--- config.mk ---
export PLATFORM = sky130hd
export DESIGN_NAME = softmax_row_forward_unit
export DESIGN_NICKNAME = d
export VERILOG_FILES = /design/src/hdl/smr_pkg.sv /design/src/hdl/smr_ram.sv /design/src/hdl/smr_datapath.sv /design/src/hdl/softmax_row_forward_unit.sv
export SDC_FILE = /design/constraint.sdc
export NUM_CORES = 2
export LEC_CHECK = 0
export ABC_AREA = 1
export BUFFER_PORTS_ARGS = -buffer_cell sky130_fd_sc_hd__buf_2
export CORE_UTILIZATION = 50
export DETAILED_ROUTE_END_ITERATION = 8
export PLACE_DENSITY = 0.68
export SLEW_MARGIN = 20
export SYNTH_ARGS = -nofsm -noshare
export SYNTH_HDL_FRONTEND = slang
export SYNTH_HIERARCHICAL = 1
export SYNTH_SLANG_ARGS = --single-unit
--- constraint.sdc ---
create_clock -name i_clk -period 8.45 [get_ports i_clk]
set_input_delay 1.69 -clock i_clk [delete_from_list [all_inputs] [get_ports i_clk]]
set_output_delay 1.69 -clock i_clk [all_outputs]
set_load 0.02 [all_outputs]
--- src/hdl/smr_pkg.sv ---
// ----------------------------------------------------------------------------
// smr_pkg: shared types and constants for the row softmax unit
// Sizes, the exponential factor table and datapath operation codes.
// ----------------------------------------------------------------------------
package smr_pkg;
    localparam int MaxRow = 64;
    localparam int ExpTableBits = 8;
    localparam int AddrW = $clog2(MaxRow);
    localparam int CntW = $clog2(MaxRow + 1);
    localparam logic [16:0] Log2eMul = 17'd94548;

    localparam logic [1:0] OpIdle = 2'd0;
    localparam logic [1:0] OpMul = 2'd1;

    typedef logic [AddrW-1:0] t_addr;
    typedef logic [CntW-1:0] t_cnt;

    function automatic logic [23:0] f_pow2_frac(input logic [3:0] b);
        logic [23:0] v;
        case (b)
            4'd1: v = 24'd11863283;
            4'd2: v = 24'd14107901;
            4'd3: v = 24'd15384775;
            4'd4: v = 24'd16065917;
            4'd5: v = 24'd16417715;
            4'd6: v = 24'd16596492;
            4'd7: v = 24'd16686609;
            4'd8: v = 24'd16731851;
            4'd9: v = 24'd16754518;
            4'd10: v = 24'd16765863;
            4'd11: v = 24'd16771539;
            4'd12: v = 24'd16774377;
            default: v = 24'd0;
        endcase
        return v;
    endfunction
endpackage

--- src/hdl/smr_ram.sv ---
// ----------------------------------------------------------------------------
// smr_ram: generic single port RAM
// One write and one read of the same address per cycle, registered read data.
// ----------------------------------------------------------------------------
module smr_ram #(
    parameter int Width = 16,
    parameter int Depth = 64
) (
    input  logic                     i_clk,
    input  logic                     i_we,
    input  logic [$clog2(Depth)-1:0] i_addr,
    input  logic [Width-1:0]         i_wdata,
    output logic [Width-1:0]         o_rdata
);
    logic [Width-1:0] r_mem [Depth];
    always_ff @(posedge i_clk) begin
        if (i_we) begin
            r_mem[i_addr] <= i_wdata;
        end
        o_rdata <= r_mem[i_addr];
    end
endmodule

--- src/hdl/smr_datapath.sv ---
// ----------------------------------------------------------------------------
// smr_datapath: shared multiply unit and divider
// One 24x24-class multiplier serves log2 scaling and the exp factor chain;
// a restoring divider makes one quotient bit a cycle.
// ----------------------------------------------------------------------------
module smr_datapath (
    input  logic        i_clk,
    input  logic [1:0]  i_op,      // idle or multiply a*b
    input  logic [24:0] i_a,
    input  logic [23:0] i_b,
    output logic [48:0] o_prod,
    input  logic        i_div_start,
    input  logic [15:0] i_div_num,
    input  logic [22:0] i_div_den,
    output logic        o_div_busy,
    output logic [15:0] o_div_q
);
    import smr_pkg::*;
    logic [48:0] r_prod;
    logic [5:0]  r_div_cnt;
    logic [38:0] r_rem;
    logic [32:0] r_q;
    logic [39:0] w_trial;

    assign o_prod = r_prod;
    always_ff @(posedge i_clk) begin
        if (i_op == OpMul) begin
            r_prod <= i_a * i_b;
        end
    end

    // numerator = e*65536 + den/2, 33 bits; 33 quotient bits one per cycle
    assign w_trial = {r_rem, r_q[32]} - {17'd0, i_div_den};
    always_ff @(posedge i_clk) begin
        if (i_div_start) begin
            r_q <= {1'b0, i_div_num, 16'd0} + {11'd0, i_div_den[22:1]};
            r_rem <= '0;
            r_div_cnt <= 6'd33;
        end else if (r_div_cnt != 6'd0) begin
            if (!w_trial[39]) begin
                r_rem <= w_trial[38:0];
                r_q <= {r_q[31:0], 1'b1};
            end else begin
                r_rem <= {r_rem[37:0], r_q[32]};
                r_q <= {r_q[31:0], 1'b0};
            end
            r_div_cnt <= r_div_cnt - 6'd1;
        end
    end
    assign o_div_busy = i_div_start || (r_div_cnt != 6'd0);
    assign o_div_q = (r_q[32:16] != 17'd0) ? 16'hFFFF : r_q[15:0];
endmodule

--- src/hdl/softmax_row_forward_unit.sv ---
// ----------------------------------------------------------------------------
// softmax_row_forward_unit: row softmax with maximum subtraction
// Collects a row of Q8.8 logits, then computes exp, sum and normalized
// probabilities with one shared multiplier and a bit-serial divider.
// ----------------------------------------------------------------------------
// channel | direction | handshake     | payload
// in      | input     | valid / stall | logit
// out     | output    | valid / stall | probability, row_end
// cfg     | input     | valid / ready | row_length
// Collect: one cycle per logit. Exp pass per element: a read, the log2e
// multiply, eight table steps with one multiply per set fraction bit and
// the exp write. Output per element: a read, a 33-step bit-serial divide
// and the result register. Reset is synchronous, active low; RAM contents
// are not cleared. Output stall holds the result register.
// ----------------------------------------------------------------------------
module softmax_row_forward_unit (
    input  logic        i_clk,
    input  logic        i_rst_n,
    input  logic        i_in_valid,
    output logic        o_in_stall,
    input  logic [15:0] i_logit,
    output logic        o_out_valid,
    input  logic        i_out_stall,
    output logic [15:0] o_probability,
    output logic        o_row_end,
    input  logic        i_cfg_valid,
    output logic        o_cfg_ready,
    input  logic [6:0]  i_cfg_row_length
);
    import smr_pkg::*;

    localparam logic [3:0] S_FILL = 4'd0, S_XRD = 4'd1, S_XWT = 4'd2, S_MUL = 4'd3,
                           S_LOOP = 4'd4, S_FMUL = 4'd5, S_EXPW = 4'd6,
                           S_DRD = 4'd7, S_DWT = 4'd8, S_DIV = 4'd9, S_DWAIT = 4'd10,
                           S_OUT = 4'd11;

    logic [3:0]  r_state;
    logic [6:0]  r_row_length;
    logic signed [15:0] r_max;
    t_cnt        r_fill;
    t_cnt        r_idx;
    logic [22:0] r_sum;
    logic [3:0]  r_b;
    logic [24:0] r_m;
    logic [15:0] r_f;
    logic [8:0]  r_k;
    logic [15:0] r_prob;
    logic        r_last;
    logic        r_ovalid;
    logic [1:0]  w_op;
    logic [24:0] w_a;
    logic [23:0] w_b;
    logic [48:0] w_prod;
    logic        w_div_start, w_div_busy;
    logic [15:0] w_div_q;
    logic        lr_we, er_we;
    t_addr       lr_addr, er_addr;
    logic [15:0] lr_rdata, er_rdata, w_e;
    t_cnt        w_len;
    logic        w_acc;
    logic [16:0] w_x;
    logic [32:0] w_y;
    logic [48:0] w_round;
    logic [25:0] w_esh;

    assign w_len = (r_row_length == 7'd0) ? t_cnt'(1) :
                   (r_row_length > 7'(MaxRow)) ? t_cnt'(MaxRow) : t_cnt'(r_row_length);
    assign o_in_stall = (r_state != S_FILL);
    assign o_cfg_ready = 1'b1;
    assign w_acc = i_in_valid && !o_in_stall;
    assign o_out_valid = r_ovalid;
    assign o_probability = r_prob;
    assign o_row_end = r_last;

    assign lr_we = w_acc;
    assign lr_addr = w_acc ? t_addr'(r_fill) : t_addr'(r_idx);
    assign er_we = (r_state == S_EXPW);
    assign er_addr = t_addr'(r_idx);

    smr_ram #(.Width(16), .Depth(MaxRow)) u_lram (
        .i_clk(i_clk), .i_we(lr_we), .i_addr(lr_addr), .i_wdata(i_logit),
        .o_rdata(lr_rdata));
    smr_ram #(.Width(16), .Depth(MaxRow)) u_eram (
        .i_clk(i_clk), .i_we(er_we), .i_addr(er_addr), .i_wdata(w_e),
        .o_rdata(er_rdata));

    assign w_x = 17'(r_max) - 17'($signed(lr_rdata));
    always_comb begin
        w_op = OpIdle;
        w_a = '0;
        w_b = '0;
        if (r_state == S_XWT) begin
            w_op = OpMul;
            w_a = {9'd0, w_x[15:0]};
            w_b = {7'd0, Log2eMul};
        end else if (r_state == S_LOOP) begin
            w_op = OpMul;
            w_a = r_m;
            w_b = f_pow2_frac(r_b);
        end
    end
    assign w_y = w_prod[40:8];
    assign w_round = w_prod + 49'h800000;
    assign w_esh = (r_k > 9'd24) ? 26'd0 :
                   (26'(r_m) + (26'd1 << (r_k + 9'd7))) >> (r_k + 9'd8);
    assign w_e = (w_esh > 26'd65535) ? 16'hFFFF : w_esh[15:0];

    assign w_div_start = (r_state == S_DWT);
    smr_datapath u_dp (
        .i_clk(i_clk), .i_op(w_op), .i_a(w_a), .i_b(w_b), .o_prod(w_prod),
        .i_div_start(w_div_start), .i_div_num(er_rdata), .i_div_den(r_sum),
        .o_div_busy(w_div_busy), .o_div_q(w_div_q));

    always_ff @(posedge i_clk) begin
        if (!i_rst_n) begin
            r_state <= S_FILL;
            r_row_length <= 7'd64;
            r_max <= '0;
            r_fill <= '0;
            r_idx <= '0;
            r_sum <= '0;
            r_ovalid <= 1'b0;
            r_b <= '0;
        end else begin
            if (i_cfg_valid) begin
                r_row_length <= i_cfg_row_length;
            end
            if (r_ovalid && !i_out_stall) begin
                r_ovalid <= 1'b0;
            end
            case (r_state)
                S_FILL: begin
                    if (w_acc) begin
                        if (r_fill == '0 || $signed(i_logit) > r_max) begin
                            r_max <= $signed(i_logit);
                        end
                        r_fill <= r_fill + t_cnt'(1);
                        if (r_fill + t_cnt'(1) >= w_len) begin
                            r_state <= S_XRD;
                            r_idx <= '0;
                            r_sum <= '0;
                        end
                    end
                end
                S_XRD: r_state <= S_XWT;
                S_XWT: r_state <= S_MUL;
                S_MUL: begin
                    r_k <= (w_y[32:16] > 17'd255) ? 9'd255 : 9'(w_y[32:16]);
                    r_f <= w_y[15:0];
                    r_m <= 25'd1 << 24;
                    r_b <= 4'd1;
                    r_state <= S_LOOP;
                end
                S_LOOP: begin
                    if (r_b > 4'(ExpTableBits)) begin
                        r_state <= S_EXPW;
                    end else if (r_f[4'd15 - (r_b - 4'd1)]) begin
                        r_state <= S_FMUL;
                    end else begin
                        r_b <= r_b + 4'd1;
                    end
                end
                S_FMUL: begin
                    r_m <= w_round[48:24];
                    r_b <= r_b + 4'd1;
                    r_state <= S_LOOP;
                end
                S_EXPW: begin
                    r_sum <= r_sum + 23'(w_e);
                    if (r_idx + t_cnt'(1) >= r_fill) begin
                        r_idx <= '0;
                        r_state <= S_DRD;
                    end else begin
                        r_idx <= r_idx + t_cnt'(1);
                        r_state <= S_XRD;
                    end
                end
                S_DRD: begin
                    if (!r_ovalid || !i_out_stall) begin
                        r_state <= S_DWT;
                    end
                end
                S_DWT: begin
                    r_state <= S_DIV;
                end
                S_DIV: begin
                    if (!w_div_busy) begin
                        r_state <= S_DWAIT;
                    end
                end
                S_DWAIT: begin
                    if (!r_ovalid || !i_out_stall) begin
                        r_state <= S_OUT;
                    end
                end
                S_OUT: begin
                    r_ovalid <= 1'b1;
                    r_prob <= (r_sum == '0) ? 16'd0 : w_div_q;
                    r_last <= (r_idx + t_cnt'(1) >= r_fill);
                    if (r_idx + t_cnt'(1) >= r_fill) begin
                        r_fill <= '0;
                        r_max <= '0;
                        r_state <= S_FILL;
                    end else begin
                        r_idx <= r_idx + t_cnt'(1);
                        r_state <= S_DRD;
                    end
                end
                default: r_state <= S_FILL;
            endcase
        end
    end

    a_stall_hold: assert property (@(posedge i_clk) disable iff (!i_rst_n)
        o_out_valid && i_out_stall |=> o_out_valid && $stable(o_probability))
        else $error("result changed under stall");
    a_no_in_busy: assert property (@(posedge i_clk) disable iff (!i_rst_n)
        r_state != S_FILL |-> o_in_stall)
        else $error("input open while busy");
    a_fill_bound: assert property (@(posedge i_clk) disable iff (!i_rst_n)
        r_fill <= t_cnt'(MaxRow))
        else $error("fill count overflow");
endmodule
==> flow_metrics.tcl <==
set metrics [dict create \
    status "completed" \
    routedLengthMet1_microns 152000 \
    syn_to_final_growth_pct 10.6 \
    drive_above_1_share_pct 7.68 \
    p_leak_nw 63.8 \
    rrSetupSlack_ns 0.28 \
    rsz0062_at_grt "yes" \
    routed_via_density 5.29 \
    report.final.slew_viol_count 0 \
    top_layer "met5" \
    synthCells 14300 \
    hold-path-cell-count 0 \
    cts_tree "done" \
    combPwrFrac_pct 22.2 \
    post_drt_wl_per_cell_microns 19.9 \
    required_ns 9.06 \
    finalNetCount 15300 \
    drc 0 \
    ios 48 \
    netlist_area_sq_um 128000 \
    rr_startpoint "r_state[0]" \
    grt_pass1_wl_microns 542000 \
    grt_overflow 0 \
    critPathBufInv 8 \
    clk_latency_ns 0.91 \
    grt_max_degree 197 \
    hold_end "r_f[4]" \
    first_global_vias 89600 \
    swShare_pct 31.5 \
    max_slew_margin_pct 21.9 \
    gp_congestion 0.941 \
    dieArea_sq_um 259000 \
    crit_fanout 11 \
    r2r_cells 28 \
    first_pass_iters 9 \
    cts.sinks 2359 \
    cts_made_buffers 235 \
    fin_crit_sh_pct 96.7 \
    hp-class "reg -> reg" \
    avgSynthCellArea_sq_um 8.97 \
    critPathLaunchType "register" \
    drv_cap 0 \
    crit_top_cell "inv_1" \
    antenna_found_initial 6 \
    vias 95200 \
    timing.setup.critical_path_class "reg -> reg" \
    clockBufferDepth 3 \
    timing.final.hold_violations 0 \
    finalSetupViolCount 0 \
    cp_top_family "adder cells" \
    cts.clk_slew.worst_paths_ns 0.07 \
    cts-root-buf "clkbuf_16" \
    p_sw_mw 9.46 \
    core_area_sq_um 255000 \
    initial_core_util_pct 50.4 \
    die_w_microns 509 \
    hold_slack_ns 0.418 \
    min_from "u_dp/o_prod[12]" \
    sequentialPowerShare_pct 44.3 \
    crit_path_top_delay_cell "inv_1" \
    ir_worst_vdd_v 0.000253 \
    worstMarginPinSlew_ns 1.17 \
    power.density_nw_per_um2 211 \
    crit_arrival_ns 8.78 \
    hpwl_microns 229000 \
    critPathMaxStageDelay_ns 0.63 \
    fmax_mhz 122 \
    fp.dieH_microns 509 \
    dr_wl_met3_microns 26600 \
    drt-initial-drc-count 9173 \
    grt_use_total_pct 27.5 \
    cp-startpoint "r_state[0]" \
    port_buffers 46 \
    yosysWarningCount 6 \
    rows 185 \
    ant_nets 0 \
    clockPowerShare_pct 33.5 \
    pre_cts_slack_ns -0.224 \
    setup.worst_path.end_class "register" \
    drt_wl_total_microns 359000 \
    fin_skew_ns 0.0990 \
    dr_wl_met2_microns 166000 \
    reg2reg_to "u_dp/o_prod[37]" \
    cts.htree.levels 4 \
    fin_ws_ns 0.280 \
    intPower_mw 20.6 \
    fin_crit_ns 8.17 \
]
-- cell type report --
| cell class | count | area (sq um) |
|---|---|---|
| fill | 22300 | 113000 |
| inverter | 1453 | 5500 |
| tap | 3366 | 4210 |
| clock buffer | 308 | 6260 |
| timing repair buffer | 484 | 3900 |
| sequential | 2359 | 69100 |
| antenna | 2 | 5.00 |
| clock inverter | 125 | 1160 |
| multi-input combinational | 9908 | 51900 |
-- layer usage --
layer  vias to the layer above  track usage [%]
li1                      45300                -
met1                     45600             38.4
met2                      3644             43.7
met3                       638             3.97
met4                         4             10.2
met5                         -                0
-- sequential cells by signal, indices dropped and copies added, names as in the netlist, 16 cells and up, named ones only --
| signal | cells |
|---|---|
| u_eram/r_mem | 1024 |
| u_lram/r_mem | 1024 |
| u_dp/o_prod | 41 |
| u_dp/r_rem | 39 |
| u_dp/r_q | 33 |
| r_m | 25 |
| r_sum | 23 |
| o_probability | 16 |
| r_f | 16 |
| r_max | 16 |
| u_eram/o_rdata | 16 |
| u_lram/o_rdata | 16 |
-- metrics by stage --
stage          area [sq um]  setup TNS (ns)  cells  total power [mW]  utilization [%]
3_3_place_gp         134000          -0.813  17600              20.0             52.5
4_1_cts              141000               0  18000              30.0             55.4
6_report             142000               0  18000              30.0             55.7
2_1_floorplan        128000               0  14300              17.8                -
3_5_place_dp         134000           -1.50  17600              20.0             52.5
5_1_grt              142000          -0.474  18000              31.4             55.7
-- worst max-delay path by stage --
stage | depth (start not counted) | slack [ns] | end
2_1_floorplan | 38 | 0.05 | u_dp/o_prod[38]
3_3_place_gp | 40 | -0.14 | u_dp/o_prod[38]
3_5_place_dp | 40 | -0.22 | u_dp/o_prod[38]
4_1_cts | 40 | 0.04 | u_dp/o_prod[38]
5_1_grt | 36 | -0.05 | u_dp/o_prod[41]
6_report | 28 | 0.28 | u_dp/o_prod[37]
-- power by group through the flow --
stage | clock network [mW] | logic, mW | registers [mW]
2_1_floorplan | 0 | 4.35 | 13.5
3_3_place_gp | 0 | 6.41 | 13.5
4_1_cts | 10.2 | 6.49 | 13.3
5_1_grt | 10.6 | 7.42 | 13.3
3_5_place_dp | 0 | 6.45 | 13.6
6_report | 10.1 | 6.68 | 13.3
-- placed cells by master (no fill, tap or decap), types with 20 or more instances in the layout --
cell type / count
nor2_2: 68
xor2_1: 50
nand2_1: 7243
clkbuf_16: 239
buf_4: 409
inv_1: 1399
inv_2: 41
buf_2: 46
clkinv_2: 32
nor3_1: 33
dfxtp_1: 166
or2_2: 20
edfxtp_1: 2189
o211ai_1: 20
clkinv_1: 54
o21ai_1: 60
xnor2_1: 44
clkbuf_1: 64
ha_4: 23
ha_1: 285
o21ai_0: 175
fa_1: 507
nor2_1: 505
a21oi_1: 215
buf_12: 26
nand3_1: 292
nand2_2: 38
nand4_1: 56
-- timing repair --
item                                    in CTS  in global routing
endpoints found under the hold margin        0                  0
endpoints found under the setup margin      27                 31
buffers inserted                             0                  7
cloned                                       0                  3
hold buffers                                 0                  0
gates resized for setup                      8                148
pin swaps                                    1                 52
Power figures use the tool's default switching activity.
